[src/rtl/core/gcd_pkg.sv]
// Shared constants, widths and the arctangent table of the great-circle distance unit.
package gcd_pkg;

  localparam int unsigned LAT_W    = 24;
  localparam int unsigned LON_W    = 25;
  localparam int unsigned RADIUS_W = 23;
  localparam int unsigned DIST_W   = 25;

  // Angles inside the datapath are degrees * 2^17, signed.
  localparam int unsigned ANG_W = 27;
  localparam logic signed [ANG_W-1:0] CIRCLE_C  = 27'sd47185920;
  localparam logic signed [ANG_W-1:0] HALF_C    = 27'sd23592960;
  localparam logic signed [ANG_W-1:0] QUARTER_C = 27'sd11796480;
  localparam int unsigned MAG_W = 24;

  localparam int unsigned DEG_RAD_W = 27;
  localparam logic [DEG_RAD_W-1:0] DEG_TO_RAD_Q32 = 27'd74961321;
  // Binary point of the degree product before rounding to radians.
  localparam int unsigned DEG_RAD_SHIFT = 49;

  localparam int unsigned XY_W = 32;
  localparam logic signed [XY_W-1:0] GAIN_Q30 = 32'sh26DD3B6A;
  localparam logic signed [32:0] ONE_Q30 = 33'sd1073741824;

  localparam int unsigned SQRT_STEPS  = 31;
  localparam int unsigned SQRT_ROOT_W = 31;
  localparam int unsigned SQRT_REM_W  = 32;
  localparam int unsigned SQRT_IN_W   = 62;

  localparam logic [RADIUS_W-1:0] RADIUS_RESET = 23'd6378160;
  localparam logic [DIST_W-1:0]   DIST_MAX     = 25'd26353664;

  // atan(2^-i) in Q30, truncated; entries 27 to 30 rounded to nearest
  function automatic logic [31:0] atan_q30(input logic [4:0] i);
    logic [31:0] v;
    case (i)
      5'd0:  v = 32'h3243F6A8;
      5'd1:  v = 32'h1DAC6705;
      5'd2:  v = 32'h0FADBAFC;
      5'd3:  v = 32'h07F56EA6;
      5'd4:  v = 32'h03FEAB76;
      5'd5:  v = 32'h01FFD55B;
      5'd6:  v = 32'h00FFFAAA;
      5'd7:  v = 32'h007FFF55;
      5'd8:  v = 32'h003FFFEA;
      5'd9:  v = 32'h001FFFFD;
      5'd10: v = 32'h000FFFFF;
      5'd11: v = 32'h0007FFFF;
      5'd12: v = 32'h0003FFFF;
      5'd13: v = 32'h0001FFFF;
      5'd14: v = 32'h0000FFFF;
      5'd15: v = 32'h00007FFF;
      5'd16: v = 32'h00003FFF;
      5'd17: v = 32'h00001FFF;
      5'd18: v = 32'h00000FFF;
      5'd19: v = 32'h000007FF;
      5'd20: v = 32'h000003FF;
      5'd21: v = 32'h000001FF;
      5'd22: v = 32'h000000FF;
      5'd23: v = 32'h0000007F;
      5'd24: v = 32'h0000003F;
      5'd25: v = 32'h0000001F;
      5'd26: v = 32'h0000000F;
      5'd27: v = 32'h00000008;
      5'd28: v = 32'h00000004;
      5'd29: v = 32'h00000002;
      5'd30: v = 32'h00000001;
      default: v = 32'h00000000;
    endcase
    return v;
  endfunction

endpackage

[src/rtl/core/gcd_sqrt_cell.sv]
// One digit of a restoring integer square root, registered.
module gcd_sqrt_cell (
  input  logic                               clk_i,
  input  logic                               en_i,
  input  logic [gcd_pkg::SQRT_IN_W-1:0]      n_i,
  input  logic [gcd_pkg::SQRT_REM_W-1:0]     rem_i,
  input  logic [gcd_pkg::SQRT_ROOT_W-1:0]    root_i,
  output logic [gcd_pkg::SQRT_IN_W-1:0]      n_o,
  output logic [gcd_pkg::SQRT_REM_W-1:0]     rem_o,
  output logic [gcd_pkg::SQRT_ROOT_W-1:0]    root_o
);

  localparam int unsigned RW = gcd_pkg::SQRT_REM_W;
  localparam int unsigned QW = gcd_pkg::SQRT_ROOT_W;
  localparam int unsigned NW = gcd_pkg::SQRT_IN_W;

  logic [RW+1:0] rem2, trial, diff;
  logic          fits;

  always_comb begin
    rem2  = {rem_i, n_i[NW-1:NW-2]};
    trial = (RW+2)'({root_i, 2'b01});
    fits  = rem2 >= trial;
    diff  = rem2 - trial;
  end

  always_ff @(posedge clk_i) begin
    if (en_i) begin
      n_o <= {n_i[NW-3:0], 2'b00};
      if (fits) begin
        rem_o  <= diff[RW-1:0];
        root_o <= {root_i[QW-2:0], 1'b1};
      end else begin
        rem_o  <= rem2[RW-1:0];
        root_o <= {root_i[QW-2:0], 1'b0};
      end
    end
  end

endmodule
[config.mk]
export PLATFORM = sky130hd
export DESIGN_NAME = gcd_sqrt_cell
export DESIGN_NICKNAME = d
export VERILOG_FILES = /design/src/rtl/core/gcd_pkg.sv /design/src/rtl/core/gcd_sqrt_cell.sv
export SDC_FILE = /design/constraint.sdc
export NUM_CORES = 1
export LEC_CHECK = 0
export BUFFER_PORTS_ARGS = -buffer_cell sky130_fd_sc_hd__buf_4
export CELL_PAD_IN_SITES_DETAIL_PLACEMENT = 1
export CELL_PAD_IN_SITES_GLOBAL_PLACEMENT = 2
export CORE_MARGIN = 4
export CORE_UTILIZATION = 32
export CTS_BUF_LIST = sky130_fd_sc_hd__clkbuf_4 sky130_fd_sc_hd__clkbuf_8
export CTS_CLUSTER_SIZE = 20
export DETAILED_ROUTE_END_ITERATION = 7
export PLACE_DENSITY_LB_ADDON = 0.1
export SYNTH_ARGS = -nofsm -noshare
export SYNTH_HDL_FRONTEND = slang
export SYNTH_SLANG_ARGS = --single-unit
[constraint.sdc]
create_clock -name clk_i -period 3.65 [get_ports clk_i]
set_input_delay 0.1825 -clock clk_i [delete_from_list [all_inputs] [get_ports clk_i]]
set_output_delay 0.1825 -clock clk_i [all_outputs]
set_load 0.01 [all_outputs]
* Word level (Yosys, flattened, before mapping)
Index checks and enable logic that the tools add are counted.
Word-level totals: register bits 123, input bits 127, output and inout port bits 125, logic and storage cells 7
Operators by class: $add $sub $neg 1, $lt $le $gt $ge 1, multiplexer cells 2
Operator list (count):
- 34-bit by 33-bit greater-or-equal comparator with 1-bit output | 1
- 32-bit 2-to-1 mux | 1
- 32-bit subtractor | 1
- 1-bit 2-to-1 mux | 1

* Depth between registers and ports, before layout
depth in word-level cells 2, depth in mapped cells 13, mapped depth without buffers 10

* Worst setup path before layout
No wires, ideal clock.
kind input port to flip-flop, start input port root_i[4] (netlist bit), end register rem_o[10] (netlist bit) (data pin), library setup time 0.260 ns, arrival time 2.587 ns, required time 3.390 ns, slack 0.803 ns, stages on the path 12, buffers on the path 2, cells stage by stage inv_1 -> ha_1 -> a31o_2 -> a221oi_1 -> a31oi_1 -> a211oi_2 -> nor3_2 -> a311o_1 -> a41o_1 -> buf_6 -> buf_6 -> mux2_4
Between the ends: word-level cells in the longest chain between the ends 2, elaborated cells on any way between the ends 3, those cells by class add/sub (1); order compare (1); mux (1)
RTL lines:
- start: declaration | line gcd_sqrt_cell.sv:7 | input logic [gcd_pkg::SQRT_ROOT_W-1:0] root_i,
- 32-bit subtractor or 34-bit by 33-bit greater-or-equal comparator with 1-bit output (tied branches) | line gcd_sqrt_cell.sv:24, gcd_sqrt_cell.sv:23
- 32-bit 2-to-1 mux * | line gcd_sqrt_cell.sv:30 | if (fits) begin
- end signal: assignment | line gcd_sqrt_cell.sv:31 | rem_o <= diff[RW-1:0];
- end signal: assignment | line gcd_sqrt_cell.sv:34 | rem_o <= rem2[RW-1:0];
- end: declaration | line gcd_sqrt_cell.sv:9 | output logic [gcd_pkg::SQRT_REM_W-1:0] rem_o,
Mark *: on every way between the ends. The rest lies on a longest branch, timed or not. A chain may end at the register's enable or synchronous reset.

* Worst setup path in the final report
start input port root_i[5] (netlist bit), end register rem_o[22] (netlist bit) (data pin)
Same word-level chain as after synthesis.

==> results.toml <==
[run_status]
status = "finished clean"

[logic_synthesis]
syn_area_sq_um = 6020
yosys.area_share.adder_pct = 6.86
ys_ff_latch = 123
synth_edf_count = 123
yosys.area.top_type = "edfxtp_1"
ys_warn_count = 0
syn_area_per_cell_sq_um = 14.0
synth_compound_area_share_pct = 10.2
synth_top_family_by_area = "compound AO/OA/AOI/OAI gates"
synthMuxAreaShare_pct = 7.38
yosysSeqAreaShare_pct = 61.4
synth_simple_gate_area_share_pct = 5.94
synth_xor_xnor_area_share_pct = 4.36
synthArstFlopShare_pct = 0
synth_cell_type_count = 52
synth_top_area_share_pct = 61.4
ys_top_cells_by_area = "edfxtp_1, ha_1, mux2_4"
syn_inst = 430
synth_flop_cell = "edfxtp_1"

[clock_tree]
numCtsBuffers = 17
cts_setup_buffers = 0
path_clk_slew_ps = 80
cts_buffer_depth = 2
clkSinkCount = 123
htree_levels = 4
cts_tree = "yes"
cts_root_buf = "clkbuf_8"

[hold_path]
min_path_type = "input pin to register"
min-delay-start = "rem_i[5]"

[global_routing]
antenna_found_initial = 0
grt_pass1_wl_microns = 30400
grt_max_degree = 74
globalRouteOverflowTotal = 0
grt_pass1_vias = 5290
grt.total_usage_pct = 18.3

[layout]
fillerInstances = 1886
final_area_sq_um = 9460
synthToLayoutAreaGrowth_pct = 57.1
diodes = 0
seqCellArea_sq_um = 3690
instances_no_fill = 1024
drive_above_1_share_pct = 40.3
post-route-util_pct = 51.9
multi_input_area_sq_um = 2110
final_nets = 943

[worst_setup_path]
critPathLaunch = "root_i[5]"
crit_type = "input pin to register"
critPathMaxStageDelay_ps = 530
cp_data_required_time_ps = 3840
path_cells = "dlygate4sd3_1, buf_4, inv_1, ha_1, a31o_2, a221oi_1, a31oi_1, a211oi_2, nor3_4, a311o_1, a41o_2, buf_12, mux2_4"
cp-end-kind = "register"
critPathLaunchType = "input pin"
crit_path_max_fanout = 24
cp.arrival_ps = 3600
cpMaxStageDelayCell = "dlygate4sd3_1"

[route]
via_per_inst = 4.73
vias = 4842
wl_per_cell_microns = 19.1
drc = 0
ant_nets = 0
routed_wl_microns = 19500
firstDrtPassIters = 4
drtIter0Drc = 202

[timing]
setup_viol = 0
fin_crit_ps = 3410
finalSetupTns_ps = 0
period_share_pct = 93.4
final_max_slew_viol_count = 0
worstMarginPinSlew_ps = 740
slew_headroom_pct = 50.6
fmax_mhz = 293
rsz0062_at_grt = "no"
final-hold-violation-count = 0

[job]
cap_viol_max_count = 0

[floorplan]
coreArea_sq_um = 18200
die_h_microns = 145
io_pins = 252
die_area_sq_um = 21100
start_util_pct = 33.1
placement_rows = 49
die_width_microns = 145

[place]
portBuffers = 249
place.gp.congestion = 0.740
dpl_cell_area_sq_um = 8170
dp_cells = 903
hpwl_microns = 14000

[pwr]
p_leak_nw = 4.23
ir_drop_mv = 0.205
cellPowerDensity_nw_per_um2 = 424
fin_total_pwr_mw = 4.01
registers in the layout (all words and copies together), names as in the netlist:
signal,flops
root_o,31
rem_o,32
n_o,60
repair_timing:
action | 4_1_cts | 5_1_grt
setup endpoints to repair | 0 | 17
gates resized for setup | 0 | 1
hold buffers | 90 | 0
endpoints found under the hold margin | 90 | 0
worst paths after layout:
check,endpoint,slack [ps],depth (start not counted)
setup / recovery,rem_o[22]$_DFFE_PP_,240,13
hold / removal,rem_o[7]$_DFFE_PP_,50,2
cell type report:
cell class,instances,share of cell area (%)
Clock buffer,17,2.47
Clock inverter,14,1.55
Inverter,38,1.51
Multi-Input combinational cell,257,22.3
Sequential cell,123,39.1
Tap cell,229,3.03
Timing Repair Buffer,346,30.1
cells in the final DEF, fill, tap and decap left out, types with 3 or more instances in the layout:
master	count
inv_6	3
a31oi_1	3
nand2_1	18
a21o_1	13
dlygate4sd3_1	90
and3_1	7
a22oi_1	3
nand3_1	3
buf_4	254
edfxtp_1	123
nand2b_1	8
ha_1	33
inv_1	38
a221oi_1	3
a211oi_1	4
and4_1	3
clkbuf_8	17
mux2_4	26
nor2_1	15
clkinv_4	3
a21oi_1	27
o21ai_0	15
mux2_2	3
nor3_1	6
xnor2_1	22
clkinv_2	3
o211ai_1	3
xor2_1	8
worst max-delay path: cells and delay by family:
family                     cells  cell delay (ps)
muxes                          1              310
and+or+nand+nor                1              110
buffers and inverters          4              910
AOI/OAI and AO/OA              6             1720
adders and majority gates      1              340
power breakdown:
part	switching [mW]	leakage [nW]	internal, mW
logic	0.467	2.84	0.564
clock network	0.600	0.190	0.605
registers	0.0449	1.20	1.73
total	1.11	4.23	2.90
Yosys cell counts (4+ instances only):
library cell  count
a211oi_1          4
a21o_1           13
a21oi_1          27
and3_1            7
buf_6             4
clkbuf_1          6
edfxtp_1        123
ha_1             33
inv_1            38
mux2_4           26
nand2_1          18
nand2b_1          8
nor2_1           15
nor3_1            6
o21ai_0          15
xnor2_1          22
xor2_1            8
per-layer routing:
| metal | global-route usage (%) | part of all wire [%] | up-vias |
|---|---|---|---|
| li1 | - | - | 2324 |
| met1 | 22.6 | 43 | 2330 |
| met2 | 31.9 | 50 | 172 |
| met3 | 4.96 | 5.7 | 16 |
| met4 | 4.89 | 1.2 | 0 |
| met5 | 0 | 0 | - |
cells by family (layout without fill, tap and decap cells):
| kind of cell | count (synthesis) | after routing |
|---|---|---|
| AO/OA/AOI/OAI | 92 | 92 |
| multiplexers | 31 | 31 |
| other | 1 | 2 |
| XOR/XNOR | 30 | 30 |
| adder cells (fa/ha/maj) | 33 | 33 |
| flip-flops | 123 | 123 |
| buffers and inverters | 51 | 415 |
| AND/OR/NAND/NOR | 69 | 69 |
metrics by stage:
| step | hold WS, ps | setup slack [ps] |
|---|---|---|
| global placement | 361 | 218 |
| floorplan | 281 | 803 |
| global route | 23.6 | 42.2 |
| CTS | 14.0 | 150 |
| finish | 50.3 | 241 |
| detailed placement | 362 | 82.3 |
Power figures use the tool's default switching activity.
