## src/rtl/core/gcd_pkg.sv

```systemverilog
// Shared constants, widths and the arctangent table of the great-circle distance unit.
package gcd_pkg;

  localparam int unsigned LAT_W    = 24;
  localparam int unsigned LON_W    = 25;
  localparam int unsigned RADIUS_W = 23;
  localparam int unsigned DIST_W   = 25;

  // Angles inside the datapath are degrees * 2^17, signed.
  localparam int unsigned ANG_W = 27;
  localparam logic signed [ANG_W-1:0] CIRCLE_C  = 27'sd47185920;
  localparam logic signed [ANG_W-1:0] HALF_C    = 27'sd23592960;
  localparam logic signed [ANG_W-1:0] QUARTER_C = 27'sd11796480;
  localparam int unsigned MAG_W = 24;

  localparam int unsigned DEG_RAD_W = 27;
  localparam logic [DEG_RAD_W-1:0] DEG_TO_RAD_Q32 = 27'd74961321;
  // Binary point of the degree product before rounding to radians.
  localparam int unsigned DEG_RAD_SHIFT = 49;

  localparam int unsigned XY_W = 32;
  localparam logic signed [XY_W-1:0] GAIN_Q30 = 32'sh26DD3B6A;
  localparam logic signed [32:0] ONE_Q30 = 33'sd1073741824;

  localparam int unsigned SQRT_STEPS  = 31;
  localparam int unsigned SQRT_ROOT_W = 31;
  localparam int unsigned SQRT_REM_W  = 32;
  localparam int unsigned SQRT_IN_W   = 62;

  localparam logic [RADIUS_W-1:0] RADIUS_RESET = 23'd6378160;
  localparam logic [DIST_W-1:0]   DIST_MAX     = 25'd26353664;

  // atan(2^-i) in Q30, truncated; entries 27 to 30 rounded to nearest
  function automatic logic [31:0] atan_q30(input logic [4:0] i);
    logic [31:0] v;
    case (i)
      5'd0:  v = 32'h3243F6A8;
      5'd1:  v = 32'h1DAC6705;
      5'd2:  v = 32'h0FADBAFC;
      5'd3:  v = 32'h07F56EA6;
      5'd4:  v = 32'h03FEAB76;
      5'd5:  v = 32'h01FFD55B;
      5'd6:  v = 32'h00FFFAAA;
      5'd7:  v = 32'h007FFF55;
      5'd8:  v = 32'h003FFFEA;
      5'd9:  v = 32'h001FFFFD;
      5'd10: v = 32'h000FFFFF;
      5'd11: v = 32'h0007FFFF;
      5'd12: v = 32'h0003FFFF;
      5'd13: v = 32'h0001FFFF;
      5'd14: v = 32'h0000FFFF;
      5'd15: v = 32'h00007FFF;
      5'd16: v = 32'h00003FFF;
      5'd17: v = 32'h00001FFF;
      5'd18: v = 32'h00000FFF;
      5'd19: v = 32'h000007FF;
      5'd20: v = 32'h000003FF;
      5'd21: v = 32'h000001FF;
      5'd22: v = 32'h000000FF;
      5'd23: v = 32'h0000007F;
      5'd24: v = 32'h0000003F;
      5'd25: v = 32'h0000001F;
      5'd26: v = 32'h0000000F;
      5'd27: v = 32'h00000008;
      5'd28: v = 32'h00000004;
      5'd29: v = 32'h00000002;
      5'd30: v = 32'h00000001;
      default: v = 32'h00000000;
    endcase
    return v;
  endfunction

endpackage

```

## src/rtl/core/gcd_cordic_cell.sv

```systemverilog
// One CORDIC micro-rotation, rotation or vectoring mode, registered.
module gcd_cordic_cell #(
  parameter int unsigned STEP = 0,
  parameter int unsigned ANGLE_FRAC_BITS = 16,
  parameter int unsigned ZW = 20,
  parameter bit VECTORING = 1'b0
) (
  input  logic                              clk_i,
  input  logic                              en_i,
  input  logic signed [gcd_pkg::XY_W-1:0]   x_i,
  input  logic signed [gcd_pkg::XY_W-1:0]   y_i,
  input  logic signed [ZW-1:0]              z_i,
  output logic signed [gcd_pkg::XY_W-1:0]   x_o,
  output logic signed [gcd_pkg::XY_W-1:0]   y_o,
  output logic signed [ZW-1:0]              z_o
);

  localparam logic [31:0] ATAN_Q30 = gcd_pkg::atan_q30(STEP[4:0]);
  localparam logic [31:0] ATAN_SH  = ATAN_Q30 >> (30 - ANGLE_FRAC_BITS);
  localparam logic signed [ZW-1:0] ATAN = ZW'(ATAN_SH);

  logic signed [gcd_pkg::XY_W-1:0] dx, dy;
  logic                            up;

  always_comb begin
    dx = y_i >>> STEP;
    dy = x_i >>> STEP;
    up = VECTORING ? y_i[gcd_pkg::XY_W-1] : ~z_i[ZW-1];
  end

  always_ff @(posedge clk_i) begin
    if (en_i) begin
      if (up) begin
        x_o <= x_i - dx;
        y_o <= y_i + dy;
        z_o <= z_i - ATAN;
      end else begin
        x_o <= x_i + dx;
        y_o <= y_i - dy;
        z_o <= z_i + ATAN;
      end
    end
  end

endmodule

```

## config.mk

```make
export PLATFORM = sky130hd
export DESIGN_NAME = gcd_cordic_cell
export DESIGN_NICKNAME = d
export VERILOG_FILES = /design/src/rtl/core/gcd_pkg.sv /design/src/rtl/core/gcd_cordic_cell.sv
export SDC_FILE = /design/constraint.sdc
export NUM_CORES = 1
export LEC_CHECK = 0
export BUFFER_PORTS_ARGS = -buffer_cell sky130_fd_sc_hd__buf_2
export CORE_AREA = 2 2 127 141
export DETAILED_ROUTE_END_ITERATION = 6
export DIE_AREA = 0 0 129 143
export PLACE_DENSITY_LB_ADDON = 0.15
export RECOVER_POWER = 100
export SLEW_MARGIN = 25
export SYNTH_ARGS = -nofsm -noshare
export SYNTH_HDL_FRONTEND = slang
export SYNTH_SLANG_ARGS = --single-unit
```

## constraint.sdc

```tcl
create_clock -name clk_i -period 3.5 [get_ports clk_i]
set_input_delay 0.35 -clock clk_i [delete_from_list [all_inputs] [get_ports clk_i]]
set_output_delay 0.35 -clock clk_i [all_outputs]
set_load 0.01 [all_outputs]
```

# Word level (Yosys, flattened, before mapping)
# Index checks and enable logic that the tools add are counted.
classes:
  muxes: 3
  add_sub_neg: 5
ops:
  columns: ["cell", "count"]
  rows:
  - ["$mux W32", 2]
  - ["$sub A32 B32 Y32", 2]
  - ["$add A32 B32 Y32", 1]
  - ["$add A20 B17 Y20 const B", 1]
  - ["$mux W20", 1]
  - ["$sub A20 B17 Y20 const B", 1]
totals:
  inputBits: 86
  out_inout_bits: 84
  ff_bits: 84

# Logic depth before layout (Yosys ltp)
# Gate-level depths: netlist of run 1.
logic_depth:
  word_depth: 2
  ltp_mapped: 13

# Worst setup path before layout of run 1
# Ideal clock, no wire load.
synth_timing:
  path_type: "in2reg"
  start: "input port z_i[19]"
  end: "register z_o[18], data pin"
  path_slack_ps: 161
  t_arrival_ps: 3081
  stages: 13
  n_path_buf: 2
  path_cell_list: "clkbuf_1 -> inv_1 -> clkbuf_1 -> fa_1 -> nor2b_1 -> o21ai_0 -> a21boi_0 -> o21ai_0 -> a2111oi_0 -> or3_1 -> a31o_2 -> a21oi_1 -> xnor2_1"
synth_via:
  elab_chain_cells: 1
synth_rtl:
  columns: ["item", "line", "text"]
  rows:
  - ["start, declared", "gcd_cordic_cell.sv:12", "input logic signed [ZW-1:0] z_i,"]
  - ["$mux W20", "gcd_cordic_cell.sv:33", "if (up) begin"]
  - ["end signal, assigned", "gcd_cordic_cell.sv:36", "z_o <= z_i - ATAN;"]
  - ["end signal, assigned", "gcd_cordic_cell.sv:40", "z_o <= z_i + ATAN;"]
  - ["end, declared", "gcd_cordic_cell.sv:15", "output logic signed [ZW-1:0] z_o"]
# No other way between the ends.
# A chain may end at the register's enable or synchronous reset.

# Worst setup path after layout of run 1
layout_timing:
  start: "input port x_i[1] (netlist name)"
  end: "register y_o[29] (netlist name), data pin"
layout_via:
  elab_chain_cells: 2
  word_cells_on_any_way: 3
  classes_between: "add/sub (2); mux (1)"
layout_rtl:
  columns: ["item", "line", "text"]
  rows:
  - ["start, declared", "gcd_cordic_cell.sv:10", "input logic signed [gcd_pkg::XY_W-1:0] x_i,"]
  - ["$add A32 B32 Y32 / $sub A32 B32 Y32 (equally long branches)", "gcd_cordic_cell.sv:35, gcd_cordic_cell.sv:39", null]
  - ["$mux W32 *", "gcd_cordic_cell.sv:33", null]
  - ["end signal, assigned", "gcd_cordic_cell.sv:35", "y_o <= y_i + dy;"]
  - ["end signal, assigned", "gcd_cordic_cell.sv:39", "y_o <= y_i - dy;"]
  - ["end, declared", "gcd_cordic_cell.sv:14", "output logic signed [gcd_pkg::XY_W-1:0] y_o,"]
# Every way passes the cells marked *; elsewhere a longest branch is shown, timed or not.

==> results of run 1 <==
[per-stage QoR]
stage	setup slack [ns]	cells	utilization
final	0.361	1415	0.589
after global routing	0.182	1414	0.589
after CTS	0.571	1414	0.598
after detailed placement	0.225	1398	0.581
after global placement	0.272	1398	0.581
after floorplan	0.161	1007	-
[flip-flops by register name, summed over array words and instances, names as in the netlist]
name / cells
x_o: 31
z_o: 20
y_o: 32
[critical path, cell delays in order]
cell	delay (ns)
clkbuf_1	0.25
inv_1	0.13
ha_1	0.36
nor2b_1	0.17
o211a_1	0.22
nor2_1	0.09
o211ai_1	0.45
a21oi_2	0.17
o41ai_1	0.43
clkbuf_1	0.21
a21boi_1	0.11
o22ai_1	0.18
xnor2_1	0.09
[per-layer routing]
layer | vias to the layer above | share of wire | global-route usage | wire length (um)
li1 | 3951 | - | - | -
met1 | 3734 | 0.45 | 0.358 | 10900
met2 | 363 | 0.46 | 0.422 | 11100
met3 | 31 | 0.078 | 0.0401 | 1910
met4 | 0 | 0.018 | 0.0709 | 430
met5 | - | 0 | 0 | 0
[cell type report]
class	instances	area, um2
Tap cell	234	293
Inverter	114	428
Antenna cell	1	2.50
Fill cell	1618	6960
Sequential cell	83	2490
Clock inverter	7	68.8
Multi-Input combinational cell	766	5520
Clock buffer	9	225
Timing Repair Buffer	201	958
[power groups by stage]
stage	Combinational, mW	Clock (mW)	Sequential (mW)
floorplan	0.897	0	1.48
global placement	1.49	0	1.38
detailed placement	1.50	0	1.38
CTS	1.51	1.00	1.36
global route	1.61	1.03	1.39
finish	1.47	0.987	1.37
[cells in the final DEF (no fill, tap or decap), drive strengths merged, types with 4 or more instances in the layout]
| cell | synthesis | layout |
|---|---|---|
| a21oi | 114 | 114 |
| inv | 113 | 113 |
| ha | 112 | 112 |
| clkbuf | 24 | 106 |
| buf | 20 | 104 |
| edfxtp | 83 | 83 |
| nor2 | 80 | 80 |
| o21ai | 68 | 68 |
| xnor2 | 64 | 64 |
| nand2 | 40 | 40 |
| a21o | 22 | 22 |
| o21bai | 22 | 22 |
| nor3 | 18 | 18 |
| nand3 | 16 | 16 |
| nor2b | 13 | 13 |
| o211ai | 13 | 13 |
| nand4 | 12 | 12 |
| xor2 | 12 | 12 |
| nand2b | 11 | 11 |
| a211oi | 11 | 11 |
| mux2i | 11 | 11 |
| or2 | 9 | 9 |
| o22ai | 8 | 8 |
| or3 | 8 | 8 |
| a31oi | 8 | 8 |
| o21a | 7 | 7 |
| o31ai | 6 | 6 |
| a211o | 5 | 5 |
| a21boi | 5 | 5 |
| a2111oi | 4 | 4 |
| o2111ai | 4 | 4 |
| a221oi | 4 | 4 |
| or4 | 4 | 4 |
| fa | 4 | 4 |
| clkinv | 1 | 4 |
[cells by family (layout without fill, tap and decap cells)]
family          count (synthesis)  after routing
compound gates                334            334
xor+xnor                       76             76
fa+ha+maj                     116            116
buf+inv                       158            331
flops                          83             83
mux                            12             12
other cells                     0              1
simple gates                  228            228
[path summary, 6_finish.rpt]
path	startpoint	end	slack [ns]
setup / recovery	x_i[1]	y_o[29]$_DFFE_PP_	0.36
hold / removal	z_i[0]	z_o[0]$_DFFE_PP_	0.29
==> flow_summary_export.csv, run 1 <==
group,metric,value,unit
worst_setup_path,critPathArrivalTime,3.24,ns
timing,final.setup.tns,0,ns
routing,post_drt_wl_per_cell,17.2,um
worst_setup_path,crit_fanout,5,
routing,first_pass_iters,5,
global_routing,antenna_found_initial,0,
outcome,status,"complete, but fails checks",
timing,finalWorstPathRequiredPeriod,3.14,ns
cts,hold_buffers,0,
yosys,ys.warnings.count,0,
timing,period_share,0.897,
routing,num_vias,8079,
power,internal-power,2.44,mW
timing,hold_violations,0,
placement,io_buffers,169,
worst_setup_path,worstSetupStartpointType,"input port",
power,seqPwrFrac,0.358,
cells_and_area,area_growth,14.3,%
yosys,synth_top_family_by_area,"compound AO/OA/AOI/OAI gates",
power,total_power,3.83,mW
run,max_cap_violations,2,
yosys,yosys.area.top_type,"edfxtp_1",
timing,fin_hold_ws,0.293,ns
global_routing,grt_start_max_net_pins,84,
outcome,violations,"capacitance limit, slew limit",
yosys,ys.flop_type,"edfxtp_1",
worst_hold_path,hold_path.class,"in -> reg",
routing,dr.first_iter.drc_count,779,
yosys,synth_mux_area_frac,0.0139,
yosys,synthCells,1007,
yosys,async_flop_share,0,
cts,cts_resized,0,
cts,cts_setup_buffers,0,
power,powerDensity,383,nW/um2
timing,fmax,319,MHz
yosys,synth_compound_area_frac,0.245,
global_routing,overflow,0,
die,die_h,143,um
yosys,synth_cell_types,80,
worst_setup_path,worst_setup_path_end_kind,"flop",
yosys,synth_xor_area_frac,0.0762,
timing,rsz0062_at_grt,"no",
routing,drc,0,
yosys,synth_nets,1209,
global_routing,grt_pass1_wl,37500,um
power,swShare,0.362,
die,core_area,17000,um2
cts,cts_sinks,83,
power,comb_power_share,0.384,
yosys,syn_avg_cell_area,8.68,um2
global_routing,track_usage,0.259,
yosys,ys_seq_elements,83,
cts,path_clk_slew,0.06,ns
yosys,synth-seq-area-share,0.285,
worst_setup_path,cp.required,3.60,ns
yosys,synthAdderAreaFrac,0.170,
cts,cts_inserted_buffers,9,
placement,place_congestion,0.944,
cts,cts-root-buf,"clkbuf_16",
worst_setup_path,worst-setup-path-type,"in -> reg",
timing,final_max_slew_viol_count,84,
cells_and_area,stdcell_area,9990,um2
power,power_frac_clock,0.258,
global_routing,grt_pass1_vias,7351,
timing,slew_headroom,-0.401,
yosys,mappedNetlistArea,8740,um2
die,pin_count,170,
routing,ant_nets,0,
cts,htree_levels,3,
die,dieWidth,129,um
die,die_area,18400,um2
power,p_sw,1.38,mW
die,rows,50,
yosys,synth_area_leaders,"edfxtp_1 29%, ha_1 16%, a21oi_1 6.4%",
routing,drt-total-wl,24400,um
routing,vias_per_cell,5.71,
cts,cts_buffer_depth,2,
worst_hold_path,hold-path-cell-count,2,
cts,cts_tree,"built",
yosys,synth_simple_gate_area_frac,0.130,
timing,tightest_slew,2.10,ns
yosys,yosysTopAreaCellShare,0.285,
yosys,synth_edf_count,83,
yosys,yosys-top-cells-count,"112 x a21oi_1, 112 x ha_1, 110 x inv_1, 83 x edfxtp_1, 79 x nor2_1",
placement,place_area,9850,um2
die,start_util,0.515,
power,ir_worst_vdd,0.000258,V
placement,hpwlAfterDp,18900,um
timing,finalSetupViolations,0,
cells_and_area,final_nets,1377,
power,p_leak,4.37,nW
cells_and_area,drive_above_1_share,0.124,
Note: power is estimated with default switching activity, not from simulation.
==> run 2: changes to the inputs <==
ABC_AREA = 1   (was unset)
BUFFER_PORTS_ARGS = unset   (was -buffer_cell sky130_fd_sc_hd__buf_2)
CORE_AREA = 2 2 136 152   (was 2 2 127 141)
DIE_AREA = 0 0 138 154   (was 0 0 129 143)
DONT_BUFFER_PORTS = 1   (was unset)
==> run 2 against run 1 <==
Net effect: the flow finishes with violations (DRC, capacitance limit, slew limit); via count is 33% higher; critical path depth decreased by 10; count of clock-buffer cells in the layout unchanged; global-route usage increased by 4.5 points; first-iteration DRC count increased by 29%; combinational power shrank 4%; cell area up 11%; cell count is 38% higher; die area increased by 15%; sequential share of layout area is 2.4 points lower; clock power increased by 11%; routed wire length grew 36%; largest power group is now sequential cells; highest routed layer unchanged.
==> flow_summary_export.csv, run 2 <==
group,metric,value,unit
global_routing,busiest_layer,"met2",
timing,hold_violations,0,
run,max_cap_violations,1,
cells_and_area,largest-register,"y_o",
global_routing,grt_use_met1,0.393,
routing,post_drt_wl_per_cell,17.0,um
routing,first_pass_iters,7,
routing,drt-total-wl,33200,um
die,start_util,0.544,
cells_and_area,final_common_cell,"nand2_1",
timing,fin_hold_ws,0.114,ns
global_routing,antenna_found_initial,0,
yosys,syn_avg_cell_area,6.21,um2
yosys,yosys-top-cells-count,"585 x nand2_1, 309 x inv_1, 146 x nand3_1, 139 x nor2_1, 112 x ha_1",
timing,finalSetupViolations,0,
routing,ant_nets,0,
power,powerDensity,357,nW/um2
outcome,status,"complete, but fails checks",
power,power_frac_clock,0.278,
cells_and_area,final_nets,1891,
cells_and_area,seq_area,2490,um2
worst_setup_path,cp.required,3.51,ns
placement,hpwlAfterDp,27300,um
power,ir_worst_vdd,0.000243,V
worst_setup_path,worst-setup-path-type,"in -> reg",
power,seqPwrFrac,0.364,
die,core_area,19600,um2
global_routing,use_met2,0.521,
worst_hold_path,hold-path-cell-count,0,
cells_and_area,area_growth,3.57,%
placement,place_ws,0.989,ns
cts,cts_buffer_depth,2,
yosys,async_flop_share,0,
worst_setup_path,worst_setup_path_end_kind,"flop",
yosys,synth_edf_count,83,
cells_and_area,multi_input_area,6740,um2
cts,cts_sinks,83,
yosys,yosys.area.top_type,"edfxtp_1",
routing,dr.first_iter.drc_count,1006,
timing,tightest_slew,1.52,ns
timing,rsz0062_at_grt,"no",
die,dieWidth,138,um
yosys,synthCells,1717,
cells_and_area,diodes,0,
routing,vias_per_cell,5.52,
cts,cts_setup_buffers,0,
power,p_leak,6.01,nW
global_routing,overflow,0,
timing,fin_ws,1.15,ns
timing,finalWorstPathRequiredPeriod,2.35,ns
global_routing,grt_pass1_vias,10200,
global_routing,grt_pass1_wl,51800,um
yosys,synth.most_common_cell,"nand2_1",
yosys,ys.warnings.count,0,
cts,cts_inserted_buffers,9,
yosys,synth_cell_types,40,
yosys,synth-seq-area-share,0.234,
cts,hold_buffers,0,
cells_and_area,final_util,0.564,
cells_and_area,drive_above_1_share,0.0195,
power,internal-power,2.37,mW
cells_and_area,final_cell_mix,"585 x nand2_1, 310 x inv_1, 146 x nand3_1",
yosys,yosysTopAreaCellShare,0.234,
die,pin_count,170,
cts,cts_resized,0,
global_routing,met3_usage,0.0417,
timing,slew_headroom,-0.0130,
timing,final.setup.tns,0,ns
die,die_h,154,um
power,total_power,3.94,mW
timing,final_max_slew_viol_count,69,
timing,period_share,0.673,
worst_setup_path,critPathArrivalTime,2.37,ns
worst_hold_path,hold_path.class,"in -> reg",
outcome,violations,"DRC, capacitance limit, slew limit",
power,comb_power_share,0.358,
yosys,ys_seq_elements,83,
placement,io_buffers,0,
cts,cts_tree,"built",
cts,path_clk_slew,0.07,ns
routing,drc,2,
yosys,synth_nets,1919,
worst_setup_path,worstSetupStartpointType,"input port",
cts,cts-root-buf,"clkbuf_16",
cells_and_area,largest_reg_flops,32,
power,swShare,0.398,
global_routing,grt_start_max_net_pins,84,
yosys,synth_area_leaders,"edfxtp_1 23%, nand2_1 21%, ha_1 13%",
routing,num_vias,10700,
power,p_sw,1.57,mW
timing,fmax,425,MHz
worst_setup_path,crit_fanout,68,
yosys,mappedNetlistArea,10700,um2
global_routing,track_usage,0.304,
cells_and_area,fillers,2057,
cts,htree_levels,3,
placement,place_congestion,1.01,
die,die_area,21300,um2
cells_and_area,top_regs,"y_o: 32 flops, x_o: 31 flops, z_o: 20 flops",
yosys,ys.flop_type,"edfxtp_1",
die,rows,54,
-- run 2: changes by cell type in the layout (fill, tap and decap cells not counted), moves of 12 or more --
| cell | previous run | this run |
|---|---|---|
| buf_2 | 78 | 0 |
| nand2_1 | 40 | 585 |
| xnor2_1 | 64 | 4 |
| buf_4 | 26 | 0 |
| a21o_1 | 22 | 3 |
| a21oi_1 | 112 | 100 |
| xor2_1 | 12 | 35 |
| nor2_1 | 80 | 139 |
| inv_1 | 110 | 310 |
| nor2b_1 | 13 | 0 |
| nand3_1 | 16 | 146 |
| clkbuf_1 | 94 | 0 |
-- run 2: through the flow --
| step | std cells | cell area [um2] |
|---|---|---|
| 2_1_floorplan | 1717 | 10700 |
| 3_3_place_gp | 1930 | 10700 |
| 3_5_place_dp | 1930 | 10700 |
| 4_1_cts | 1946 | 11100 |
| 5_1_grt | 1946 | 11000 |
| 6_report | 1946 | 11000 |
-- run 2: worst max-delay path, stage by stage --
cell      delay, ns
inv_1          0.39
clkbuf_2       1.21
o21ai_0        0.36
-- run 2: final cells by class --
cell class,count,area share
clock buffers,9,0.0204
clock inverters,7,0.00895
flip-flops and latches,83,0.226
well taps,252,0.0286
inverters,311,0.106
multi-input cells,1283,0.610
repair buffers,1,0.000453
-- run 2: worst paths after layout --
path  startpoint           endpoint  slack (ns)
max      z_i[19]   x_o[6]$_DFFE_PP_        1.15
min         en_i  x_o[22]$_DFFE_PP_        0.11
-- run 2: logic make-up after synthesis --
logic type / count (synthesis) / share of synthesized area
simple gates: 921 / 0.355
buf+inv: 351 / 0.133
compound gates: 206 / 0.106
fa+ha+maj: 116 / 0.139
flops: 83 / 0.234
xor+xnor: 39 / 0.0320
mux: 1 / 0.000939
-- run 2: power groups by stage --
stage          clock (mW)  sequential (mW)  combinational (mW)
2_1_floorplan           0             1.43                1.06
3_3_place_gp            0             1.46                1.37
3_5_place_dp            0             1.46                1.38
4_1_cts              1.10             1.44                1.39
5_1_grt              1.13             1.45                1.58
6_report             1.10             1.44                1.41
-- run 2: per-layer routing --
layer	part of all wire	up-vias
li1	-	5341
met1	0.42	4845
met2	0.46	482
met3	0.084	69
met4	0.035	0
met5	0	-
