[src/rtl/core/gcd_pkg.sv]
// Shared constants, widths and the arctangent table of the great-circle distance unit.
package gcd_pkg;

  localparam int unsigned LAT_W    = 24;
  localparam int unsigned LON_W    = 25;
  localparam int unsigned RADIUS_W = 23;
  localparam int unsigned DIST_W   = 25;

  // Angles inside the datapath are degrees * 2^17, signed.
  localparam int unsigned ANG_W = 27;
  localparam logic signed [ANG_W-1:0] CIRCLE_C  = 27'sd47185920;
  localparam logic signed [ANG_W-1:0] HALF_C    = 27'sd23592960;
  localparam logic signed [ANG_W-1:0] QUARTER_C = 27'sd11796480;
  localparam int unsigned MAG_W = 24;

  localparam int unsigned DEG_RAD_W = 27;
  localparam logic [DEG_RAD_W-1:0] DEG_TO_RAD_Q32 = 27'd74961321;
  // Binary point of the degree product before rounding to radians.
  localparam int unsigned DEG_RAD_SHIFT = 49;

  localparam int unsigned XY_W = 32;
  localparam logic signed [XY_W-1:0] GAIN_Q30 = 32'sh26DD3B6A;
  localparam logic signed [32:0] ONE_Q30 = 33'sd1073741824;

  localparam int unsigned SQRT_STEPS  = 31;
  localparam int unsigned SQRT_ROOT_W = 31;
  localparam int unsigned SQRT_REM_W  = 32;
  localparam int unsigned SQRT_IN_W   = 62;

  localparam logic [RADIUS_W-1:0] RADIUS_RESET = 23'd6378160;
  localparam logic [DIST_W-1:0]   DIST_MAX     = 25'd26353664;

  // atan(2^-i) in Q30, truncated; entries 27 to 30 rounded to nearest
  function automatic logic [31:0] atan_q30(input logic [4:0] i);
    logic [31:0] v;
    case (i)
      5'd0:  v = 32'h3243F6A8;
      5'd1:  v = 32'h1DAC6705;
      5'd2:  v = 32'h0FADBAFC;
      5'd3:  v = 32'h07F56EA6;
      5'd4:  v = 32'h03FEAB76;
      5'd5:  v = 32'h01FFD55B;
      5'd6:  v = 32'h00FFFAAA;
      5'd7:  v = 32'h007FFF55;
      5'd8:  v = 32'h003FFFEA;
      5'd9:  v = 32'h001FFFFD;
      5'd10: v = 32'h000FFFFF;
      5'd11: v = 32'h0007FFFF;
      5'd12: v = 32'h0003FFFF;
      5'd13: v = 32'h0001FFFF;
      5'd14: v = 32'h0000FFFF;
      5'd15: v = 32'h00007FFF;
      5'd16: v = 32'h00003FFF;
      5'd17: v = 32'h00001FFF;
      5'd18: v = 32'h00000FFF;
      5'd19: v = 32'h000007FF;
      5'd20: v = 32'h000003FF;
      5'd21: v = 32'h000001FF;
      5'd22: v = 32'h000000FF;
      5'd23: v = 32'h0000007F;
      5'd24: v = 32'h0000003F;
      5'd25: v = 32'h0000001F;
      5'd26: v = 32'h0000000F;
      5'd27: v = 32'h00000008;
      5'd28: v = 32'h00000004;
      5'd29: v = 32'h00000002;
      5'd30: v = 32'h00000001;
      default: v = 32'h00000000;
    endcase
    return v;
  endfunction

endpackage

[src/rtl/core/gcd_angle_prep.sv]
// Angle folding into a quarter turn and conversion to fixed-point radians, three stages.
module gcd_angle_prep #(
  parameter int unsigned ANGLE_FRAC_BITS = 16,
  parameter int unsigned ZW = 20
) (
  input  logic                                clk_i,
  input  logic                                en_i,
  input  logic signed [gcd_pkg::ANG_W-1:0]    angle_i,
  output logic signed [ZW-1:0]                z_o,
  output logic                                negcos_o
);

  localparam int unsigned SH     = gcd_pkg::DEG_RAD_SHIFT - ANGLE_FRAC_BITS;
  localparam int unsigned PROD_W = gcd_pkg::MAG_W + gcd_pkg::DEG_RAD_W;
  localparam int unsigned RND_W  = PROD_W + 1;

  logic signed [gcd_pkg::ANG_W-1:0] r_wrap, r_fold;
  logic                             fold_neg;
  logic [gcd_pkg::MAG_W-1:0]        mag_d, mag_q;
  logic                             neg_q, nc1_q, neg2_q, nc2_q;
  logic [PROD_W-1:0]                prod_q;
  logic [RND_W-1:0]                 rnd, shd;
  logic [ZW-1:0]                    zmag;

  always_comb begin
    r_wrap = angle_i;
    if (r_wrap >= gcd_pkg::HALF_C) r_wrap = r_wrap - gcd_pkg::CIRCLE_C;
    if (r_wrap < -gcd_pkg::HALF_C) r_wrap = r_wrap + gcd_pkg::CIRCLE_C;
    r_fold   = r_wrap;
    fold_neg = 1'b0;
    if (r_wrap > gcd_pkg::QUARTER_C) begin
      r_fold   = gcd_pkg::HALF_C - r_wrap;
      fold_neg = 1'b1;
    end else if (r_wrap < -gcd_pkg::QUARTER_C) begin
      r_fold   = -gcd_pkg::HALF_C - r_wrap;
      fold_neg = 1'b1;
    end
    mag_d = r_fold[gcd_pkg::ANG_W-1] ? gcd_pkg::MAG_W'(-r_fold) : gcd_pkg::MAG_W'(r_fold);
  end

  // round half away from zero on the magnitude
  always_comb begin
    rnd  = RND_W'(prod_q) + (RND_W'(1) << (SH - 1));
    shd  = rnd >> SH;
    zmag = shd[ZW-1:0];
  end

  always_ff @(posedge clk_i) begin
    if (en_i) begin
      mag_q    <= mag_d;
      neg_q    <= r_fold[gcd_pkg::ANG_W-1];
      nc1_q    <= fold_neg;
      prod_q   <= PROD_W'(mag_q) * PROD_W'(gcd_pkg::DEG_TO_RAD_Q32);
      neg2_q   <= neg_q;
      nc2_q    <= nc1_q;
      z_o      <= neg2_q ? -zmag : zmag;
      negcos_o <= nc2_q;
    end
  end

endmodule

[config.mk]
export PLATFORM = sky130hd
export DESIGN_NAME = gcd_angle_prep
export DESIGN_NICKNAME = d
export VERILOG_FILES = /design/src/rtl/core/gcd_pkg.sv /design/src/rtl/core/gcd_angle_prep.sv
export SDC_FILE = /design/constraint.sdc
export NUM_CORES = 1
export LEC_CHECK = 0
export ABC_CLOCK_PERIOD_IN_PS = 14000
export BUFFER_PORTS_ARGS = -buffer_cell sky130_fd_sc_hd__buf_2
export CORE_MARGIN = 4
export CORE_UTILIZATION = 60
export CTS_CLUSTER_SIZE = 30
export DETAILED_ROUTE_END_ITERATION = 10
export GPL_TIMING_DRIVEN = 0
export PLACE_DENSITY = 0.86
export SLEW_MARGIN = 20
export SYNTH_ARGS = -nofsm -noshare
export SYNTH_HDL_FRONTEND = slang
export SYNTH_SLANG_ARGS = --single-unit
[constraint.sdc]
create_clock -name clk_i -period 14 [get_ports clk_i]
set_input_delay 2.8 -clock clk_i [delete_from_list [all_inputs] [get_ports clk_i]]
set_output_delay 2.8 -clock clk_i [all_outputs]
set_load 0.005 [all_outputs]
# After elaboration in Yosys (flattened, before gate mapping)
# Cells that the tools add are included.
[op_classes]
n_addsub = 7
multipliers = 1
n_div = 0
magnitude_cmp = 4
eq_ne = 0
shifts = 0
n_mux = 7
bitwise_logic = 0
reduce_logical = 0
[op_table]
columns = ["operator", "count"]
rows = [
  ["$mux W27", 4],
  ["$sub A26 B27 Y27 const A", 2],
  ["$add A51 B33 Y52 const B", 1],
  ["$mul A24 B27 Y51 const B", 1],
  ["$add A27 B27 Y27 const B", 1],
  ["$ge A27 B26 Y1 const B", 1],
  ["$gt A27 B25 Y1 const B", 1],
  ["$lt A27 B25 Y1 const B", 1],
  ["$lt A27 B26 Y1 const B", 1],
  ["$sub A27 B27 Y27 const B", 1],
  ["$mux W24", 1],
  ["$neg A24 Y24", 1],
  ["$neg A19 Y20", 1],
  ["$mux W19", 1],
  ["$mux W1", 1],
]
[totals]
reg_bits = 100
latchBits = 0
ram_bits = 0
mem_bits_ro = 0
inputBits = 29
output_inout_bits = 21
wordCells = 28
n_memories = 0

# Depth between registers and ports, before layout
# Gate-level depths: netlist of run 1.
[logic_depth]
depth_word = 9
ltp_mapped = 27

# Worst setup path before layout of run 1
# Ideal clock, no wire load.
[synth_path]
path_kind = "input-to-reg"
startpoint = "input angle_i[20] (netlist bit)"
endpoint = "register mag_q[20] (netlist bit), data pin"
setup_time_ns = 0.264
t_arrival_ns = 7.413
t_required_ns = 13.736
setup_slack_ns = 6.323
stages = 23
cell_sequence = "buf_2 > inv_1 > ha_1 > and4bb_1 > nand4_4 > o21a_1 > buf_6 > xnor2_1 > inv_1 > ha_1 > nand3b_1 > a211oi_1 > a311oi_1 > nor4b_2 > a21boi_1 > nor4_1 > or4_4 > a22oi_4 > o21ai_1 > o32a_1 > or4b_4 > o41ai_2 > xnor2_1"
[synth_between]
elab_chain_cells = 9
elab_cells_between_ends = 14
cone_classes = "add/sub: 5; order compare: 4; mux: 5"
[synth_lines]
columns = ["item", "line_no", "source"]
rows = [
  ["start, declared", "gcd_angle_prep.sv:8", "input logic signed [gcd_pkg::ANG_W-1:0] angle_i,"],
  ["$sub A27 B27 Y27 or $ge A27 B26 Y1 (tied branches)", "gcd_angle_prep.sv:27", "if (r_wrap >= gcd_pkg::HALF_C) r_wrap = r_wrap - gcd_pkg::CIRCLE_C;"],
  ["$mux W27 *", "gcd_angle_prep.sv:27", ""],
  ["$add A27 B27 Y27 or $lt A27 B26 Y1 (tied branches)", "gcd_angle_prep.sv:28", "if (r_wrap < -gcd_pkg::HALF_C) r_wrap = r_wrap + gcd_pkg::CIRCLE_C;"],
  ["$mux W27 *", "gcd_angle_prep.sv:28", ""],
  ["$sub A26 B27 Y27 or $lt A27 B25 Y1 (tied branches)", "gcd_angle_prep.sv:35, gcd_angle_prep.sv:34", ""],
  ["$mux W27", "gcd_angle_prep.sv:34", "end else if (r_wrap < -gcd_pkg::QUARTER_C) begin"],
  ["$mux W27 *", "gcd_angle_prep.sv:31", "if (r_wrap > gcd_pkg::QUARTER_C) begin"],
  ["$neg A24 Y24", "gcd_angle_prep.sv:38", "mag_d = r_fold[gcd_pkg::ANG_W-1] ? gcd_pkg::MAG_W'(-r_fold) : gcd_pkg::MAG_W'(r_fold);"],
  ["$mux W24 *", "gcd_angle_prep.sv:38", ""],
  ["net mag_d (one bit)", "gcd_angle_prep.sv:19", "logic [gcd_pkg::MAG_W-1:0] mag_d, mag_q;"],
  ["end signal, assigned", "gcd_angle_prep.sv:50", "mag_q <= mag_d;"],
  ["end, declared", "gcd_angle_prep.sv:19", ""],
]
# Mark *: on every way through the listed nets, which the timed path passes. The rest lies on a longest branch.
# A chain may end at the register's enable or synchronous reset.

# Worst setup path after layout of run 1
[layout_path]
startpoint = "input angle_i[0] (netlist bit)"
endpoint = "register mag_q[5] (netlist bit), data pin"
# The elaborated chain is that of the path after synthesis.

==> results of run 1 <==
critical path: stages:
cell,delay (ns)
buf_2,0.13
inv_1,0.17
ha_1,0.28
nor3b_2,0.27
nand4b_1,0.30
o21a_1,0.28
buf_6,0.14
xnor2_1,0.22
inv_1,0.12
ha_1,0.26
nand3b_1,0.13
a211oi_1,0.06
a311oi_1,0.23
nor4b_2,0.31
a21boi_1,0.29
nor4_1,0.09
or4_4,0.56
a22oi_4,0.29
buf_4,0.23
buf_2,0.24
buf_1,0.47
nor2_1,0.10
xor2_1,0.27
o21ai_0,0.14
xor2_1,0.20
flip-flops by register name, summed over array words and instances (netlist names):
| register | cells |
|---|---|
| mag_q | 24 |
| z_o | 20 |
| prod_q | 19 |
| nc1_q | 1 |
| nc2_q | 1 |
| neg2_q | 1 |
| neg_q | 1 |
| negcos_o | 1 |
worst max-delay path by stage:
stage                start                   to  slack, ns  cells past startpoint
6_report        angle_i[0]   mag_q[5]$_DFFE_PP_       5.50                     25
5_1_grt         angle_i[0]  mag_q[22]$_DFFE_PP_       5.20                     25
4_1_cts         angle_i[0]   mag_q[5]$_DFFE_PP_       5.64                     25
3_5_place_dp    angle_i[0]   mag_q[5]$_DFFE_PP_       5.29                     25
3_3_place_gp    angle_i[0]   mag_q[5]$_DFFE_PP_       5.37                     25
2_1_floorplan  angle_i[20]  mag_q[20]$_DFFE_PP_       6.32                     23
logic make-up after synthesis:
family	count (synthesis)	synth area share, %
XOR/XNOR	99	5.66
AO/OA/AOI/OAI	215	9.46
flip-flops	68	13.3
AND/OR/NAND/NOR	273	9.39
adder cells (fa/ha/maj)	486	51.1
multiplexers	10	0.678
buffers and inverters	416	10.4
per-layer routing:
metal	up-vias	global-route usage, %	part of all wire [%]
met4	0	7.83	3.2
met3	93	4.86	7.1
met5	-	0	0
li1	5217	-	-
met2	385	44.2	49
met1	5454	32.1	40
metrics by stage:
stage | worst slack [ns] | utilization (%) | instance area [µm²] | hold slack, ns
floorplan | 6.32 | - | 15300 | 0.400
global placement | 5.37 | 63.3 | 15900 | 0.401
detailed placement | 5.29 | 63.3 | 15900 | 0.407
CTS | 5.64 | 64.5 | 16200 | 0.419
global route | 5.20 | 64.5 | 16200 | 0.443
finish | 5.50 | 64.5 | 16200 | 0.417
layout by cell type (no fill, tap or decap), drive strengths merged, types with 13 or more instances in the layout:
| cell | count |
|---|---|
| nor3 | 31 |
| nor4 | 13 |
| o21ai | 48 |
| buf | 57 |
| nand4 | 15 |
| xnor2 | 59 |
| edfxtp | 68 |
| fa | 233 |
| ha | 253 |
| nand3 | 19 |
| clkbuf | 18 |
| o31ai | 14 |
| nor2 | 66 |
| xor2 | 40 |
| a21o | 21 |
| inv | 389 |
| nand2 | 68 |
| o21a | 16 |
| a21oi | 50 |
cell type report:
cell class | count | area (µm²) | area share, %
tap | 330 | 413 | 2.54
timing repair buffer | 39 | 198 | 1.22
clock inverter | 7 | 67.6 | 0.416
buffer | 27 | 135 | 0.832
sequential | 68 | 2040 | 12.6
multi-input combinational | 1083 | 11700 | 72.0
clock buffer | 9 | 225 | 1.39
inverter | 389 | 1460 | 8.99
==> run_results.csv, run 1 <==
group,metric,value,unit
outcome,outcome,"finished, final reports clean",
timing,tns,0,ns
drt,ant_nets,0,
clock_tree,clk_pin_slew,0.06,ns
synthesis,synth_ff_type,"edfxtp_1",
drt,drt-initial-drc-count,709,
clock_tree,tritoncts,"done",
floorplanning,die_w,168,µm
floorplanning,initial_core_util,60.9,%
global_route,grt_overflow_total,0,
setup_path,critPathRequiredTime,14.08,ns
drt,dr.pass1.iters,5,
setup_path,reg2reg_from,"mag_q[13]$_DFFE_PP_",
setup_path,cp.arrival,8.58,ns
hold_path,hp-class,"reg2reg",
placed_design,port-buffer-count,39,
floorplanning,die_h,168,µm
synthesis,yosysWarnings,0,
finish,n_fill_cell,1893,
global_route,track_usage,25.4,%
synthesis,yosys.area.top_type_share,30.4,%
timing,slew_viol_final,0,
finish,fin_cells,1952,
clock_tree,numCtsBuffers,9,
drt,routed_wl,34.1,mm
finish,layout-drive-gt1-share,6.29,%
hold_path,whs_path_depth,0,
setup_path,critPathKind,"in2reg",
synthesis,synth_top_area_cell,"fa_1",
hold_path,hold_start,"neg_q$_DFFE_PP_",
timing,rsz0062_at_grt,"no",
floorplanning,die-area,28200,µm²
synthesis,synth-seq-cells,68,
timing,setup_viol,0,
synthesis,netlist_top_cells_count,"389 x inv_1, 253 x ha_1, 233 x fa_1",
synthesis,synth_cells,1567,
floorplanning,rows,58,
global_route,grt_pass1_vias,11942,
floorplanning,ios,50,
clock_tree,ctsLongestPathBuffers,2,
finish,area_growth,5.93,%
synthesis,synth_nets,2082,
synthesis,synthArstFlopShare,0,%
global_route,grt_pass1_wl,57.8,mm
job,cap_violations,0,
setup_path,critPathLaunchType,"input port",
drt,viasPerCell,5.71,
hold_path,whs_endpoint,"neg2_q$_DFFE_PP_",
synthesis,ys_types,76,
setup_path,reg2reg_to,"prod_q[47]$_DFFE_PP_",
synthesis,synth-edff-count,68,
clock_tree,cts_root_buffer,"clkbuf_16",
clock_tree,post_cts_resized,0,
synthesis,synth_area_leaders,"fa_1 30%, ha_1 21%, edfxtp_1 13%, inv_1 9.5%, xnor2_1 3.4%",
clock_tree,post_cts_buffers,0,
synthesis,synth.most_common_cell,"inv_1",
setup_path,critPathMaxFanout,10,
placed_design,routabilityCongestion,0.999,
clock_tree,worstSkewPairLatency,0.34,ns
placed_design,dp_hpwl,29.2,mm
clock_tree,cts_hold_buf,0,
clock_tree,clkSinkCount,68,
finish,finalNetCount,2132,
synthesis,synth.avg_cell_area,9.78,µm²
global_route,grt_max_degree,69,
setup_path,reg2reg_depth,25,
drt,drc,0,
global_route,antenna_found_initial,0,
placed_design,dpl.cell_count,1936,
synthesis,yosysSeqAreaShare,13.3,%
clock_tree,h-tree-depth,3,
setup_path,worst_setup_path_end_kind,"register",
timing,finalHoldViolCount,0,
timing,finClkSkew,0.00779,ns
setup_path,r2r_slack,6.02,ns
timing,slew_headroom,40.0,%
timing,worst_pin_slew,0.895,ns
drt,wl_per_cell,17.5,µm
timing,fmax,118,MHz
drt,vias,11149,
timing,period_share,60.7,%
finish,antennaDiodeCount,0,
floorplanning,core-area,25200,µm²
timing,period_needed,8.50,ns
synthesis,syn-cell-area,15300,µm²
Power of run 1 is not shown: default switching activity piles up to over one toggle a cycle in this logic, so the estimate is an artifact.
==> inputs of run 2 (changes only) <==
ABC_AREA = 1   (was not set)
ABC_CLOCK_PERIOD_IN_PS = 8600   (was 14000)
clock period = 8.6 ns   (was 14 ns; I/O delays follow)
==> run_results.csv, run 2 <==
group,metric,value,unit
setup_path,max_stage_delay,0.76,ns
global_route,grt_overflow_total,0,
drt,ant_nets,0,
synthesis,synth-simple-area-share,15.3,%
setup_path,path_common_cell,"fa_1",
setup_path,startpoint,"mag_q[13]$_DFFE_PP_",
timing,period_share,86.0,%
setup_path,r2r_slack,1.20,ns
synthesis,synth_compound_area_share,5.04,%
timing,worst_hold_slack,0.416,ns
setup_path,critPathLaunchType,"register",
floorplanning,die_w,171,µm
synthesis,synth_top_family_by_area,"adder cells",
setup_path,cp.buffers_inverters,4,
finish,largest_reg_flops,24,
clock_tree,numCtsBuffers,9,
drt,wl_per_cell,15.9,µm
synthesis,synth-seq-cells,68,
setup_path,reg2reg_from,"mag_q[13]$_DFFE_PP_",
timing,worst_pin_slew,0.848,ns
timing,finClkSkew,0.00826,ns
synthesis,synth_nets,2391,
finish,finalNetCount,2449,
synthesis,synth_top_area_cell,"fa_1",
synthesis,yosysWarnings,0,
global_route,grt_pass1_vias,12808,
setup_path,cp_top_family,"adder cells",
clock_tree,cts_hold_buf,0,
finish,seq_area,2040,µm²
synthesis,synthAdderAreaFrac,49.4,%
global_route,track_usage,26.4,%
setup_path,path_cells,"fa_1 > inv_1 > fa_1 > inv_1 > fa_1 > fa_1 > fa_1 > fa_1 > inv_1 > fa_1 > inv_1 > ha_1 > nand2_1 > nor4_1 > nand2_1 > o21ai_0 > a21oi_1 > o31ai_1 > nand3_1 > nand3_1 > xor2_1",
finish,final_cell_area,16800,µm²
setup_path,critPathMaxFanout,10,
synthesis,synth.most_common_cell,"inv_1",
timing,rsz0062_at_grt,"no",
drt,drc,0,
finish,fin_util,64.6,%
hold_path,hp-class,"reg2reg",
finish,n_fill_cell,2109,
setup_path,critPathKind,"reg2reg",
synthesis,synth.avg_cell_area,8.45,µm²
timing,slew_viol_final,0,
global_route,grt_max_degree,69,
clock_tree,worstSkewPairLatency,0.34,ns
floorplanning,core-area,26100,µm²
finish,layout_common_cells,"505 x inv_1, 323 x nand2_1, 253 x ha_1",
placed_design,post_dp_cell_area,16500,µm²
synthesis,synth-edff-count,68,
global_route,grtUsageMet3,4.30,%
synthesis,synth_xor_area_share,4.70,%
clock_tree,cts_root_buffer,"clkbuf_16",
setup_path,critPathSlowestCell,"fa_1",
drt,drt-initial-drc-count,783,
floorplanning,rows,59,
finish,largest_register,"mag_q",
clock_tree,post_cts_resized,0,
floorplanning,die_h,171,µm
finish,final_common_cell,"inv_1",
clock_tree,ctsLongestPathBuffers,2,
clock_tree,tritoncts,"done",
synthesis,synth_area_leaders,"fa_1 29%, ha_1 20%, edfxtp_1 13%, inv_1 12%, nand2_1 7.6%",
placed_design,dp_hpwl,31.5,mm
setup_path,path_depth,21,
timing,fmax,135,MHz
global_route,grt_pass1_wl,61.4,mm
global_route,met1_usage,34.0,%
floorplanning,initial_core_util,60.8,%
placed_design,port-buffer-count,47,
synthesis,synth_cells,1876,
drt,routed_wl,36.2,mm
synthesis,synth_ff_type,"edfxtp_1",
clock_tree,clk_pin_slew,0.05,ns
timing,finalHoldViolCount,0,
setup_path,reg2reg_to,"prod_q[50]$_DFFE_PP_",
synthesis,syn-cell-area,15800,µm²
finish,area_growth,6.15,%
synthesis,netlist_top_cells_count,"505 x inv_1, 323 x nand2_1, 253 x ha_1",
timing,period_needed,7.40,ns
timing,setup_viol,0,
outcome,outcome,"finished, final reports clean",
floorplanning,die-area,29100,µm²
drt,viasPerCell,5.36,
job,cap_violations,0,
timing,tns,0,ns
clock_tree,post_cts_buffers,0,
setup_path,worst_setup_path_end_kind,"register",
placed_design,routabilityCongestion,1.00,
finish,largestRegisters,"mag_q: 24 flops, z_o: 20 flops, prod_q: 19 flops",
clock_tree,h-tree-depth,3,
synthesis,synthMuxAreaShare,0,%
drt,dr.pass1.iters,6,
setup_path,crit_end,"prod_q[50]$_DFFE_PP_",
setup_path,critPathRequiredTime,8.69,ns
timing,slew_headroom,43.1,%
global_route,gr-max-usage-layer,"met2",
setup_path,cp.arrival,7.49,ns
synthesis,synthArstFlopShare,0,%
clock_tree,clkSinkCount,68,
synthesis,yosysSeqAreaShare,12.9,%
global_route,use_met2,45.4,%
setup_path,reg2reg_depth,21,
finish,antennaDiodeCount,0,
drt,vias,12192,
floorplanning,ios,50,
synthesis,ys_types,48,
global_route,antenna_found_initial,0,
synthesis,yosys.area.top_type_share,29.4,%
finish,multiInputGateArea,11800,µm²
finish,layout-drive-gt1-share,5.26,%
[run 2: changes by cell type in the layout (fill, tap and decap cells not counted), moves of 11 or more]
cell | before | now
nand2_1 | 68 | 323
inv_1 | 389 | 505
nand3_1 | 19 | 84
xnor2_1 | 59 | 20
nor2_1 | 66 | 100
xor2_1 | 40 | 65
a21o_1 | 21 | 2
o21a_1 | 16 | 3
o31ai_1 | 14 | 3
[run 2: worst min path at each step]
stage | cells after the start | end | start | slack (ns)
4_1_cts | 0 | nc2_q$_DFFE_PP_ | nc1_q$_SDFFCE_PP1P_ | 0.42
2_1_floorplan | 0 | nc2_q$_DFFE_PP_ | nc1_q$_SDFFCE_PP1P_ | 0.40
6_report | 0 | nc2_q$_DFFE_PP_ | nc1_q$_SDFFCE_PP1P_ | 0.42
3_3_place_gp | 0 | nc2_q$_DFFE_PP_ | nc1_q$_SDFFCE_PP1P_ | 0.41
5_1_grt | 0 | nc2_q$_DFFE_PP_ | nc1_q$_SDFFCE_PP1P_ | 0.44
3_5_place_dp | 0 | nc2_q$_DFFE_PP_ | nc1_q$_SDFFCE_PP1P_ | 0.41
[run 2: final cells by class]
| type | count | area share, % |
|---|---|---|
| tap | 335 | 2.49 |
| clock inverter | 6 | 0.528 |
| clock buffer | 10 | 1.36 |
| multi-input combinational | 1283 | 70.2 |
| timing repair buffer | 47 | 1.41 |
| sequential | 68 | 12.1 |
| inverter | 511 | 11.4 |
| buffer | 14 | 0.498 |
[run 2: cell families after synthesis]
logic type | Yosys count
XOR/XNOR | 85
adder cells (fa/ha/maj) | 486
AND/OR/NAND/NOR | 574
flip-flops | 68
AO/OA/AOI/OAI | 138
buffers and inverters | 525
[run 2: routing by layer]
metal | routed length (µm) | part of all wire, %
met5 | 0 | 0
met4 | 1320 | 3.6
met3 | 2180 | 6.0
met2 | 17800 | 49
met1 | 15000 | 41
[run 2: through the flow]
| stage | setup WS (ns) | instances |
|---|---|---|
| 2_1_floorplan | 2.21 | 1876 |
| 3_3_place_gp | 1.41 | 2258 |
| 3_5_place_dp | 1.27 | 2258 |
| 4_1_cts | 1.24 | 2274 |
| 5_1_grt | 0.927 | 2274 |
| 6_report | 1.20 | 2274 |
[run 2: worst register-to-register path, delay by kind of cell, from the launching register on]
| family | cells | cell delay [ns] |
|---|---|---|
| adder cells (fa/ha/maj) | 8 | 4.18 |
| AO/OA/AOI/OAI | 3 | 1.14 |
| AND/OR/NAND/NOR | 5 | 0.78 |
| flip-flops | 1 | 0.68 |
| buffers and inverters | 4 | 0.30 |
| XOR/XNOR | 1 | 0.06 |
Power of run 2 is left out for the same reason.
==> inputs of run 3 (changes only) <==
CORE_UTILIZATION = 36   (was 60)
PLACE_DENSITY = 0.6   (was 0.86)
==> run_results.csv, run 3 (synthesis gave the netlist of run 2 again) <==
group,metric,value,unit
finish,final_cell_area,17200,µm²
timing,fmax,136,MHz
setup_path,worst_setup_path_end_kind,"register",
global_route,grt_max_degree,49,
clock_tree,cts_hold_buf,0,
drt,vias,11566,
drt,drc,0,
global_route,grt_overflow_total,0,
floorplanning,initial_core_util,36.6,%
setup_path,critPathKind,"reg2reg",
floorplanning,die-area,47400,µm²
outcome,outcome,"finished, final reports clean",
finish,n_fill_cell,4346,
timing,tns,0,ns
clock_tree,h-tree-depth,3,
clock_tree,clk_pin_slew,0.06,ns
finish,finalNetCount,2450,
setup_path,cp.arrival,7.45,ns
timing,finClkSkew,0.00581,ns
drt,routed_wl,35.5,mm
drt,drt-initial-drc-count,531,
floorplanning,rows,76,
floorplanning,die_w,218,µm
finish,layout-drive-gt1-share,5.26,%
floorplanning,ios,50,
timing,rsz0062_at_grt,"no",
timing,finalHoldViolCount,0,
clock_tree,post_cts_buffers,0,
global_route,antenna_found_initial,0,
drt,viasPerCell,4.58,
drt,dr.pass1.iters,5,
timing,period_share,85.6,%
timing,worst_pin_slew,0.867,ns
finish,antennaDiodeCount,0,
placed_design,dp_hpwl,31.6,mm
clock_tree,numCtsBuffers,9,
timing,setup_viol,0,
finish,largestRegisters,"mag_q: 24 flops, z_o: 20 flops, prod_q: 19 flops",
setup_path,reg2reg_depth,20,
drt,ant_nets,0,
global_route,grt_pass1_vias,12127,
placed_design,post_dp_cell_area,16800,µm²
finish,largest_reg_flops,24,
global_route,grt_pass1_wl,60.3,mm
finish,largest_register,"mag_q",
clock_tree,post_cts_resized,0,
timing,slew_viol_final,0,
clock_tree,clkSinkCount,68,
clock_tree,cts_root_buffer,"clkbuf_16",
setup_path,critPathRequiredTime,8.68,ns
setup_path,critPathMaxFanout,10,
hold_path,whs_path_depth,0,
floorplanning,die_h,218,µm
clock_tree,ctsLongestPathBuffers,2,
global_route,track_usage,15.7,%
setup_path,critPathLaunchType,"register",
clock_tree,worstSkewPairLatency,0.34,ns
hold_path,hp-class,"reg2reg",
placed_design,port-buffer-count,47,
timing,period_needed,7.36,ns
drt,wl_per_cell,14.1,µm
floorplanning,core-area,43300,µm²
finish,layout_common_cells,"505 x inv_1, 323 x nand2_1, 253 x ha_1",
job,cap_violations,0,
finish,area_growth,8.28,%
clock_tree,tritoncts,"done",
timing,slew_headroom,41.8,%
placed_design,routabilityCongestion,0.936,
finish,final_common_cell,"inv_1",
## run 3: per-layer routing
metal	GRT usage, %	part of all wire [%]	up-vias
met5	0	0	-
met4	2.95	1.6	0
met3	1.84	3.2	32
met2	27.3	49	170
met1	21.2	46	5469
li1	-	-	5895
## run 3: worst paths after layout
| path | slack [ns] | from | endpoint |
|---|---|---|---|
| max | 1.24 | mag_q[13]$_DFFE_PP_ | prod_q[46]$_DFFE_PP_ |
| min | 0.42 | nc1_q$_SDFFCE_PP1P_ | nc2_q$_DFFE_PP_ |
| max reg2reg | 1.24 | mag_q[13]$_DFFE_PP_ | prod_q[46]$_DFFE_PP_ |
| min reg2reg | 0.42 | nc1_q$_SDFFCE_PP1P_ | nc2_q$_DFFE_PP_ |
## run 3: layout make-up
class / count / area [µm²] / area share [%]
buffer: 14 / 83.8 / 0.488
clock buffer: 9 / 225 / 1.31
clock inverter: 7 / 90.1 / 0.525
inverter: 511 / 1920 / 11.2
multi-input combinational: 1283 / 11800 / 68.8
sequential: 68 / 2040 / 11.9
tap: 585 / 732 / 4.27
timing repair buffer: 48 / 265 / 1.55
## run 3: critical path: stages (launching register included)
cell and delay [ns]:
edfxtp_1 0.68, fa_1 0.71, inv_1 0.12, fa_1 0.52, inv_1 0.05, fa_1 0.52
fa_1 0.45, fa_1 0.55, fa_1 0.55, inv_1 0.06, fa_1 0.62, inv_1 0.07
ha_1 0.32, nand2_1 0.11, nor4_1 0.33, nand2_1 0.09, o21ai_0 0.36, a21oi_1 0.20
o31ai_1 0.48, a21oi_1 0.16, xnor2_1 0.16
## run 3: per-stage QoR
stage | utilization, % | hold slack, ns | cells | setup slack, ns
final | 39.7 | 0.418 | 2525 | 1.24
after global routing | 39.7 | 0.425 | 2525 | 0.866
after CTS | 39.7 | 0.420 | 2525 | 1.23
after detailed placement | 38.9 | 0.405 | 2509 | 1.29
after global placement | 38.9 | 0.405 | 2508 | 1.29
after floorplan | - | 0.400 | 1876 | 2.21
Power of run 3 is left out for the same reason.
